<file path="config.mk">
export PLATFORM = sky130hd
export DESIGN_NAME = rbpa_ctrl
export DESIGN_NICKNAME = d
export VERILOG_FILES = /design/src/rtl/core/refcounted_block_pool_allocator_macros.svh /design/src/rtl/core/rbpa_pkg.sv /design/src/rtl/core/rbpa_ctrl.sv
export SDC_FILE = /design/constraint.sdc
export NUM_CORES = 1
export LEC_CHECK = 0
export ABC_AREA = 0
export BUFFER_PORTS_ARGS = -buffer_cell sky130_fd_sc_hd__buf_2
export CAP_MARGIN = 20
export CORE_AREA = 2 2 39 41
export DETAILED_ROUTE_END_ITERATION = 8
export DIE_AREA = 0 0 41 43
export GPL_ROUTABILITY_DRIVEN = 0
export PLACE_DENSITY_LB_ADDON = 0.12
export SLEW_MARGIN = 15
export SYNTH_ARGS = -nofsm -noshare
export SYNTH_HDL_FRONTEND = slang
export SYNTH_SLANG_ARGS = --single-unit
</file>
<file path="constraint.sdc">
create_clock -name clock -period 1.8 [get_ports clock]
set_input_delay 0.27 -clock clock [delete_from_list [all_inputs] [get_ports clock]]
set_output_delay 0.27 -clock clock [all_outputs]
set_load 0.01 [all_outputs]
</file>
<file path="src/rtl/core/refcounted_block_pool_allocator_macros.svh">
// assertion helpers for the block pool allocator
`ifndef REFCOUNTED_BLOCK_POOL_ALLOCATOR_MACROS_SVH
`define REFCOUNTED_BLOCK_POOL_ALLOCATOR_MACROS_SVH

// same-cycle implication, checked on every rising clock edge outside reset
`define RBPA_ASSERT_NOW(lbl, pre, post, msg) \
   lbl: assert property (@(posedge clock) disable iff (reset) (pre) |-> (post)) \
      else $error(msg);

// next-cycle implication
`define RBPA_ASSERT_NEXT(lbl, pre, post, msg) \
   lbl: assert property (@(posedge clock) disable iff (reset) (pre) |=> (post)) \
      else $error(msg);

`endif

</file>
<file path="src/rtl/core/rbpa_pkg.sv">
package rbpa_pkg;

   typedef enum logic [1:0] {
      OP_INIT    = 2'd0,
      OP_ALLOC   = 2'd1,
      OP_RELEASE = 2'd2,
      OP_ADDREF  = 2'd3
   } op_type;

   typedef enum logic [2:0] {
      ST_OK      = 3'd0,
      ST_OOM     = 3'd1,
      ST_FREED   = 3'd2,
      ST_DROPPED = 3'd3,
      ST_BAD     = 3'd4,
      ST_SAT     = 3'd5
   } status_type;

   localparam logic [8:0] COUNT_LIMIT  = 9'd511;
   localparam logic [8:0] TOTAL_RESET  = 9'd256;
   localparam logic [7:0] REF_LIMIT    = 8'hFF;

   // controller to datapath
   typedef struct packed {
      logic capture;   // take the item and issue the memory read
      logic sweep;     // write one entry of the initialize sweep
      logic exec;      // apply the item and load the result register
   } cmd_type;

   // datapath to controller
   typedef struct packed {
      logic req_is_init;
      logic init_zero;
      logic sweep_last;
      logic out_free;
   } stat_type;

endpackage

</file>
<file path="src/rtl/core/rbpa_ctrl.sv">
module rbpa_ctrl (
   input  logic              clock,
   input  logic              reset,
   input  logic              req_tvalid,
   output logic              req_tready,
   input  rbpa_pkg::stat_type stat,
   output rbpa_pkg::cmd_type  cmd
);

   typedef enum logic [1:0] {
      S_IDLE,
      S_SWEEP,
      S_EXEC
   } state_type;

   state_type state_ff;
   state_type state_in;

   always_comb begin
      state_in    = state_ff;
      cmd         = '0;
      req_tready  = 1'b0;
      case (state_ff)
         S_IDLE: begin
            // no item is taken while reset is high
            req_tready = !reset;
            if (req_tvalid && !reset) begin
               cmd.capture = 1'b1;
               if (stat.req_is_init && !stat.init_zero) begin
                  state_in = S_SWEEP;
               end else begin
                  state_in = S_EXEC;
               end
            end
         end
         S_SWEEP: begin
            cmd.sweep = 1'b1;
            if (stat.sweep_last) begin
               state_in = S_EXEC;
            end
         end
         S_EXEC: begin
            // hold here while the previous result is still waiting
            if (stat.out_free) begin
               cmd.exec = 1'b1;
               state_in = S_IDLE;
            end
         end
         default: begin
            state_in = S_IDLE;
         end
      endcase
   end

   always_ff @(posedge clock) begin
      if (reset) begin
         state_ff <= S_IDLE;
      end else begin
         state_ff <= state_in;
      end
   end

endmodule

</file>
== Word-level counts from Yosys, hierarchy flattened ==
Cells that the tools add are included.

* Flip-flop bits (word level): 2
* Input bits: 7
* Output and inout port bits: 4

* Equality and inequality tests: 5
* Mux-type cells: 11
* Reductions and logical operators: 6

{| class="wikitable"
|+ Operator list
! kind !! count
|-
| 2-bit 2-to-1 mux || 4
|-
| 1-bit 2-to-1 mux || 6
|-
| 2-bit != test (second input constant) || 3
|-
| 2-bit case mux with 3 select lines || 1
|-
| 3-bit AND reduction || 1
|-
| 2-bit by 1-bit equality test with 1-bit output (second input constant) || 1
|-
| 2-bit equality test (second input constant) || 1
|-
| 1-bit logical AND || 2
|-
| 1-bit logical NOT || 2
|-
| 2-bit logical NOT || 1
|}

== Depth between registers and ports, before layout ==
Gate-level depths: netlist of the first run.

* Word-level depth: 5
* Mapped depth: 3
* Mapped depth without buffers: 3

== Worst setup path after synthesis of the first run ==
Ideal clock, no wire load.

* Kind: flip-flop to flip-flop
* From: register state_ff[1]
* To: register state_ff[1]
* Setup time: 0.087 ns
* Data arrival time: 0.957 ns
* Slack: 0.756 ns
* Cell stages (with the launch flop): 4
* Period minus slack after synthesis: 1.044 ns
* Cells stage by stage: dfxtp_1 -> nor4b_2 -> o21ai_0 -> o31ai_1

* Cells in the longest elaborated chain, start to end: 3
* Elaborated cells between the ends (all ways): 8
* Classes of those cells: 5 x eq/ne; 1 x mux; 2 x reduce/logical

{| class="wikitable"
|+ RTL lines
! what !! RTL line !! text
|-
| from (decl) || rbpa_ctrl.sv:16 || <nowiki>state_type state_ff;</nowiki>
|-
| from (signal assigned) || rbpa_ctrl.sv:59 || <nowiki>state_ff <= state_in;</nowiki>
|-
| 2-bit by 1-bit equality test with 1-bit output (tied with other cells) || rbpa_ctrl.sv:23 || <nowiki>case (state_ff)</nowiki>
|-
| 2-bit != test (no line) || -- ||
|-
| 3-bit AND reduction (no line) || -- ||
|}

Several ways; a longest one is shown, not always the timed one.
A chain may end at the register's enable or synchronous reset.

==> run_results.csv, run 1 <==
group,metric,value,unit
drt,drt_wl_total,401,um
die,die_h,43,um
critical_path,start_kind,"register",
clock_tree,clk_pin_slew,0.03,ns
critical_path,worstRegToRegCells,3,
final_layout,layout_common_cells,"10 x buf_2, 3 x clkbuf_4",
final_layout,largest_register,"state_ff",
final_layout,top_regs,"state_ff x2",
logic_synthesis,avgSynthCellArea,8.46,sq um
logic_synthesis,synth_fp_nets,24,
global_routing,grt_max_degree,9,
logic_synthesis,synth_xor_area_share,0,%
timing,rsz0062_at_grt,"false",
timing,finalSetupViolations,0,
outcome,outcome,"complete, no violations",
logic_synthesis,synthTopCellsByArea,"dfxtp_1 28%, nor4b_2 10%, and3b_2 7.0%",
logic_synthesis,syn_area,144,sq um
worst_hold_path,hp-start,"reset",
placed_design,dp.cells,43,
clock_tree,cts-root-buf,"clkbuf_4",
logic_synthesis,ys_warn_count,0,
logic_synthesis,yosys.area_share.simple,48.7,%
critical_path,worstPathArrival,1.08,ns
logic_synthesis,yosysSeqAreaShare,27.8,%
clock_tree,cts_max_path_buffers,2,
clock_tree,cts_resized,0,
power_and_ir_drop,ir_drop,0.000216,V
final_layout,largest_reg_flops,2,
final_layout,fillers,153,
timing,hold_violations,0,
critical_path,reg2reg_to,"state_ff[0]",
critical_path,cp_data_required_time,1.53,ns
die,coreArea,0.00138,sq mm
final_layout,fin_util,17.1,%
clock_tree,postCtsSetupBuffers,0,
critical_path,endpoint_kind,"primary output",
clock_tree,cts_sinks,2,
critical_path,reg2reg_from,"state_ff[1]",
drt,drt_iter0_markers,0,
drt,wire_per_inst,8.72,um
logic_synthesis,yosysUniqueCellTypes,13,
final_layout,area_growth_syn_to_layout,64.3,%
timing,skew,0.000876,ns
logic_synthesis,synth_compound_area_share,18.3,%
die,start_util,10.4,%
drt,vias,171,
clock_tree,cts_tree,"built",
timing,max_freq,0.739,GHz
power_and_ir_drop,pwr_density_cell,898,mW/mm^2
final_layout,num_antenna_cells,0,
worst_hold_path,hold_path.class,"in -> reg",
timing,final_max_slew_viol_count,0,
logic_synthesis,synth_top_family_by_area,"simple AND/OR/NAND/NOR gates",
timing,setup-tns-final,0,ns
timing,fin_crit_sh,75.1,%
drt,ant_nets,0,
timing,slew_headroom,83.2,%
critical_path,critPathKind,"reg -> out",
clock_tree,postCtsHoldBufs,0,
timing,period_minus_slack,1.35,ns
global_routing,grt_usage,5.62,%
final_layout,finalNetCount,39,
critical_path,critPathLaunch,"state_ff[1]",
logic_synthesis,ys_seq_elements,2,
clock_tree,clk_latency,0.22,ns
global_routing,grt_pass1_vias,168,
drt,drc_errors,0,
die,io_pins,11,
final_layout,stdcell_count,46,
critical_path,path_max_fanout,8,
clock_tree,cts_max_level,1,
drt,drtPass1Iterations,1,
global_routing,overflow,0,
final_layout,drive_gt1_share,56.7,%
die,die_w,41,um
logic_synthesis,synth_area_leader_cell,"dfxtp_1",
die,row_count,14,
clock_tree,cts_buffers,3,
logic_synthesis,synthMuxAreaShare,0,%
critical_path,endpoint,"cmd[2]",
final_layout,final_common_cell,"buf_2",
timing,worst_slew_pin_slew,0.248,ns
power_and_ir_drop,p_leak,0.117,nW
logic_synthesis,synth_top_area_share,27.8,%
logic_synthesis,syn_inst,17,
logic_synthesis,synthAdderAreaFrac,0,%
die,die_area,0.00176,sq mm
drt,via_per_inst,3.72,
critical_path,r2r_slack,0.77,ns
placed_design,io_buffer_count,10,
global_routing,grt_pass1_wl,621,um
job,drv_cap,0,
global_routing,antenna_found_initial,0,
[layer usage]
metal / global-route usage [%] / share of wire, %
met1: 6.75 / 42
met4: 6.00 / 0
met5: 0 / 0
met3: 3.14 / 13
met2: 6.25 / 44
[logic make-up (layout without fill, tap and decap cells)]
kind of cell	Yosys count	count (layout)
simple gates	9	9
compound gates	4	4
flops	2	2
buf+inv	2	15
[critical path, stage by stage, from the launching register on]
cell and delay [ns]:
dfxtp_1 0.36, nor4b_2 0.32, buf_2 0.18
[synth_stat cells (all sizes together)]
cell,instances
and2b,1
nor2b,1
o31ai,1
dfxtp,2
and3b,1
nor3,2
nor4bb,1
o21ai,1
a311oi,1
a21oi,1
nor2,2
inv,2
nor4b,1
[layout make-up]
| class | count | area [sq um] | area share [%] |
|---|---|---|---|
| Timing Repair Buffer | 10 | 50.0 | 21.2 |
| Multi-Input combinational cell | 13 | 96.3 | 40.7 |
| Clock buffer | 3 | 22.5 | 9.52 |
| Inverter | 2 | 7.51 | 3.17 |
| Sequential cell | 2 | 40.0 | 16.9 |
| Tap cell | 16 | 20.0 | 8.47 |
[per-stage QoR]
| step | cell area [sq um] | hold slack [ns] | setup slack, ns | power [mW] |
|---|---|---|---|---|
| after floorplan | 144 | 0.349 | 0.756 | 0.0917 |
| after global placement | 214 | 0.521 | 0.687 | 0.116 |
| after detailed placement | 214 | 0.507 | 0.680 | 0.115 |
| after CTS | 236 | 0.266 | 0.430 | 0.220 |
| after global routing | 236 | 0.282 | 0.383 | 0.228 |
| final | 236 | 0.275 | 0.447 | 0.212 |
[power by group]
part	internal, mW	total [mW]	switching (mW)	leakage, nW
Clock	0.0736	0.0990	0.0254	0.0138
Sequential	0.0509	0.0625	0.0116	0.0165
Combinational	0.0279	0.0508	0.0230	0.0868
[worst min path at each step]
stage,slack [ns],end,cells after the start
final,0.27,state_ff[0],2
after global placement,0.52,state_ff[0],2
after floorplan,0.35,state_ff[0],1
after global routing,0.28,state_ff[0],2
after CTS,0.27,state_ff[0],2
after detailed placement,0.51,state_ff[0],2
Note: power is estimated with default switching activity, not from simulation.
==> run 2: changes to the inputs <==
ABC_AREA = 1   (was 0)
clock period = 1.3 ns   (was 1.8 ns; I/O delays follow)
==> run 2 against run 1 <==
Register-to-register slack lost 0.38 ns; largest power group unchanged; critical endpoint unchanged; via count increased by 18%; combinational power is 24% higher; critical path depth grew 2; total power grew 27%; worst hold slack lost 0.092 ns; largest cell class unchanged; sequential power rose by 15%.
==> run_results.csv, run 2 <==
group,metric,value,unit
outcome,outcome,"complete, no violations",
final_layout,multi_input_area,85.1,sq um
clock_tree,clk_latency,0.22,ns
logic_synthesis,ys_seq_elements,2,
clock_tree,cts-root-buf,"clkbuf_4",
timing,max_freq,0.831,GHz
logic_synthesis,yosysUniqueCellTypes,9,
global_routing,grt_usage,5.21,%
logic_synthesis,synth_common_cells,"7 x inv_1, 6 x nand2_1, 4 x nor2_1",
timing,fin_crit_sh,92.6,%
drt,via_per_inst,3.67,
timing,worst_slew_pin_slew,0.201,ns
clock_tree,clk_pin_slew,0.03,ns
power_and_ir_drop,totalPowerFinal,270,uW
worst_hold_path,hold_path.class,"in -> reg",
logic_synthesis,ys_warn_count,0,
timing,hold_slack,0.183,ns
critical_path,critPathLaunch,"state_ff[1]",
power_and_ir_drop,switching_power,74.5,uW
logic_synthesis,avgSynthCellArea,5.53,sq um
placed_design,io_buffer_count,10,
drt,drt_wl_total,405,um
power_and_ir_drop,ir_drop,0.000245,V
final_layout,num_antenna_cells,0,
critical_path,cp_num_buf_inv,2,
critical_path,critPathKind,"reg -> out",
timing,skew,0.00187,ns
logic_synthesis,synth_ff_type,"dfxtp_1",
critical_path,worstPathArrival,1.01,ns
critical_path,cp_data_required_time,1.11,ns
drt,drc_errors,0,
drt,ant_nets,0,
power_and_ir_drop,p_int,195,uW
drt,drt_iter0_markers,2,
logic_synthesis,yosysSeqAreaShare,27.8,%
die,die_area,0.00176,sq mm
critical_path,r2r_slack,0.39,ns
drt,drtPass1Iterations,4,
drt,vias,202,
global_routing,grt_max_degree,5,
timing,worst_slack,0.0960,ns
logic_synthesis,synth_area_leader_cell,"dfxtp_1",
die,io_pins,11,
placed_design,dp.cells,52,
critical_path,start_kind,"register",
final_layout,final_common_cell,"buf_2",
critical_path,path_max_fanout,4,
logic_synthesis,post-synth-top-count-cell,"inv_1",
power_and_ir_drop,pwr_density_cell,1110,mW/mm^2
timing,period_minus_slack,1.20,ns
die,die_w,41,um
timing,setup-tns-final,0,ns
clock_tree,postCtsHoldBufs,0,
final_layout,area_growth_syn_to_layout,69.6,%
clock_tree,cts_max_level,1,
timing,finalSetupViolations,0,
timing,final_max_slew_viol_count,0,
die,die_h,43,um
final_layout,top_regs,"state_ff x2",
drt,wire_per_inst,7.36,um
power_and_ir_drop,switching_share,27.6,%
final_layout,layout_common_cells,"10 x buf_2, 7 x inv_1, 6 x nand2_1",
final_layout,largest_reg_flops,2,
logic_synthesis,synth_top_area_share,27.8,%
final_layout,largest_register,"state_ff",
placed_design,placed_area,214,sq um
die,row_count,14,
timing,hold_violations,0,
logic_synthesis,syn_area,144,sq um
power_and_ir_drop,p_clk_share,50.0,%
critical_path,crit_family,"flip-flops",
critical_path,critical_path.max_stage_delay,0.33,ns
clock_tree,cts_sinks,2,
final_layout,fillers,164,
clock_tree,cts_max_path_buffers,2,
critical_path,critical-path-slowest-cell,"dfxtp_1",
timing,rsz0062_at_grt,"false",
final_layout,fin_util,17.6,%
logic_synthesis,async_flop_share,0,%
placed_design,hpwl,336,um
job,drv_cap,0,
logic_synthesis,synth_edf_count,0,
clock_tree,cts_buffers,3,
final_layout,fin_area,244,sq um
power_and_ir_drop,seq_power_share,26.5,%
final_layout,finalNetCount,48,
logic_synthesis,synthTopCellsByArea,"dfxtp_1 28%, inv_1 18%, nand2_1 16%",
die,coreArea,0.00138,sq mm
critical_path,reg2reg_from,"state_ff[1]",
final_layout,drive_gt1_share,38.5,%
placed_design,dpl_worst_slack,0.296,ns
power_and_ir_drop,combinationalPowerShare,23.4,%
clock_tree,cts_tree,"built",
final_layout,stdcell_count,55,
die,start_util,10.4,%
logic_synthesis,synth_fp_nets,33,
global_routing,grt_pass1_wl,600,um
global_routing,overflow,0,
timing,slew_headroom,86.5,%
critical_path,endpoint_kind,"primary output",
power_and_ir_drop,p_leak,0.148,nW
critical_path,worstPathCellList,"nor2_2, inv_1, nor2_1, buf_2",
global_routing,antenna_found_initial,0,
global_routing,grt_pass1_vias,164,
logic_synthesis,syn_inst,26,
final_layout,regArea,40.0,sq um
worst_hold_path,hp-start,"reset",
==> run 2: cell count changes in the layout (fill, tap and decap cells not counted), moves of 2 or more <==
cell,delta
inv_1,+5
nor3_1,-2
nand2_1,+6
nand3_1,+3
==> run 2: final cells by class <==
type,count,share of cell area (%)
Inverter,7,10.8
Tap cell,16,8.21
Timing Repair Buffer,10,20.5
Sequential cell,2,16.4
Clock buffer,3,9.23
Multi-Input combinational cell,17,34.9
==> run 2: what timing repair did <==
action,CTS,global route
resized for setup,0,2
endpoints found under the setup margin,0,3
setup buffers,0,0
==> run 2: logic make-up (layout without fill, tap and decap cells) <==
group	count (synthesis)	after routing	share of synthesized area, %
AND/OR/NAND/NOR	15	15	45.2
buffers and inverters	7	20	18.3
AO/OA/AOI/OAI	2	2	8.69
flip-flops	2	2	27.8
==> run 2: power groups by stage <==
stage,Combinational [mW],Sequential (mW),Clock [mW]
6_report,0.0632,0.0716,0.135
5_1_grt,0.0702,0.0725,0.150
4_1_cts,0.0612,0.0708,0.142
3_5_place_dp,0.0607,0.0715,0
3_3_place_gp,0.0605,0.0716,0
2_1_floorplan,0.0377,0.0705,0
==> run 2: worst reg2reg max path, delay by kind of cell (launching register included) <==
family / cells / cell delay, ns
compound gates: 1 / 0.11
buf+inv: 2 / 0.15
flops: 1 / 0.37
simple gates: 3 / 0.23
==> run 2: path summary, 6_finish.rpt <==
check	endpoint	depth (start not counted)
max	cmd[2]	4
min	state_ff[0]	2
max reg2reg	state_ff[1]	6
min reg2reg	state_ff[0]	2
==> run 2: layer usage <==
layer  share of wire (%)  vias up  track usage [%]
li1                    -      105                -
met2                  41       12             6.88
met3                  12        2                0
met5                   0        -                0
met1                  42       83             6.71
met4                 4.2        0             6.00
==> run 3: changes to the inputs <==
ABC_AREA = not set   (was 1)
GPL_ROUTABILITY_DRIVEN = not set   (was 0)
GPL_TIMING_DRIVEN = 0   (was not set)
==> run 3 against run 2 <==
Clock power about the same; worst hold slack improved by 0.040 ns; largest power group unchanged; count of clock-buffer cells in the layout unchanged; wire length increased by 6.7%; fmax decreased by 1.1%.
==> run_results.csv, run 3 (synthesized netlist as in run 1, its figures left out) <==
group,metric,value,unit
final_layout,fin_util,17.9,%
drt,drt_wl_total,432,um
critical_path,critical-path-slowest-cell,"dfxtp_2",
final_layout,top_regs,"state_ff x2",
worst_hold_path,hold_path.class,"in -> reg",
final_layout,finalNetCount,39,
clock_tree,cts_max_level,1,
placed_design,dp.cells,43,
power_and_ir_drop,totalPowerFinal,303,uW
critical_path,cp_num_buf_inv,1,
final_layout,final_common_cell,"buf_2",
final_layout,num_antenna_cells,0,
timing,fin_crit_sh,93.6,%
global_routing,overflow,0,
power_and_ir_drop,switching_power,87.4,uW
clock_tree,postCtsHoldBufs,0,
timing,setup-tns-final,0,ns
power_and_ir_drop,seq_power_share,30.6,%
placed_design,dpl_worst_slack,0.238,ns
clock_tree,postCtsSetupBuffers,0,
power_and_ir_drop,combinationalPowerShare,24.3,%
critical_path,path_max_fanout,7,
drt,vias,169,
final_layout,stdcell_count,46,
drt,drt_iter0_markers,2,
clock_tree,clk_latency,0.22,ns
clock_tree,cts_buffers,3,
power_and_ir_drop,ir_drop,0.000160,V
placed_design,placed_area,214,sq um
final_layout,drive_gt1_share,63.3,%
die,start_util,10.4,%
critical_path,worstPathArrival,1.02,ns
placed_design,hpwl,319,um
timing,skew,0.00200,ns
power_and_ir_drop,p_leak,0.123,nW
die,io_pins,11,
drt,ant_nets,0,
final_layout,largest_reg_flops,2,
power_and_ir_drop,p_int,215,uW
timing,period_minus_slack,1.22,ns
timing,hold_slack,0.223,ns
timing,final_max_slew_viol_count,0,
drt,wire_per_inst,9.39,um
critical_path,start_kind,"register",
critical_path,critical_path.max_stage_delay,0.35,ns
final_layout,layout_common_cells,"10 x buf_2, 3 x clkbuf_4",
timing,rsz0062_at_grt,"false",
timing,max_freq,0.822,GHz
critical_path,crit_family,"flip-flops",
timing,slew_headroom,82.6,%
die,die_w,41,um
timing,hold_violations,0,
final_layout,largest_register,"state_ff",
global_routing,grt_max_degree,9,
timing,worst_slew_pin_slew,0.258,ns
die,coreArea,0.00138,sq mm
critical_path,endpoint_kind,"primary output",
global_routing,antenna_found_initial,0,
final_layout,fin_area,248,sq um
critical_path,cp_data_required_time,1.11,ns
global_routing,grt_pass1_vias,187,
drt,drc_errors,0,
die,row_count,14,
die,die_area,0.00176,sq mm
drt,drtPass1Iterations,2,
clock_tree,cts_max_path_buffers,2,
drt,via_per_inst,3.67,
outcome,outcome,"complete, no violations",
clock_tree,cts_tree,"built",
global_routing,grt_pass1_wl,759,um
timing,finalSetupViolations,0,
critical_path,critPathKind,"reg -> out",
clock_tree,clk_pin_slew,0.03,ns
clock_tree,cts_sinks,2,
clock_tree,cts-root-buf,"clkbuf_4",
timing,worst_slack,0.0831,ns
power_and_ir_drop,p_clk_share,45.0,%
final_layout,area_growth_syn_to_layout,72.2,%
power_and_ir_drop,pwr_density_cell,1220,mW/mm^2
job,drv_cap,0,
critical_path,worstPathCellList,"nor4b_4, buf_2",
power_and_ir_drop,switching_share,28.9,%
placed_design,gp_congestion,0.656,
placed_design,io_buffer_count,10,
die,die_h,43,um
global_routing,grt_usage,6.71,%
==> run 3: path summary, 6_finish.rpt <==
kind | startpoint | end | slack, ns | depth (start not counted)
worst max-delay path | state_ff[0] | cmd[2] | 0.08 | 2
worst min-delay path | reset | state_ff[0] | 0.22 | 2
worst max register to register | state_ff[1] | state_ff[0] | 0.27 | 3
worst min register to register | state_ff[0] | state_ff[1] | 0.67 | 3
==> run 3: power by group through the flow <==
stage	clock, mW	combinational (mW)	sequential, mW
2_1_floorplan	0	0.0438	0.0832
3_3_place_gp	0	0.0716	0.0889
3_5_place_dp	0	0.0715	0.0889
4_1_cts	0.148	0.0715	0.0880
5_1_grt	0.146	0.0831	0.0964
6_report	0.136	0.0737	0.0927
==> run 3: layer usage <==
| layer | vias up | global-route usage (%) | wire [um] |
|---|---|---|---|
| met4 | 0 | 8.00 | 0 |
| met3 | 0 | 1.57 | 41 |
| met2 | 9 | 6.88 | 178 |
| met1 | 70 | 9.55 | 212 |
| li1 | 90 | - | - |
| met5 | - | 0 | 0 |
==> run 3: final cells by class <==
type | count | area, sq um
fill | 162 | 1140
multi-input combinational | 13 | 105
timing repair buffer | 10 | 50.0
sequential | 2 | 42.5
clock buffer | 3 | 22.5
tap | 16 | 20.0
inverter | 2 | 7.51
==> run 3: what timing repair did <==
action	4_1_cts	5_1_grt
endpoints found under the hold margin	0	0
gates resized for setup	0	3
endpoints found under the setup margin	1	2
pin swaps	1	1
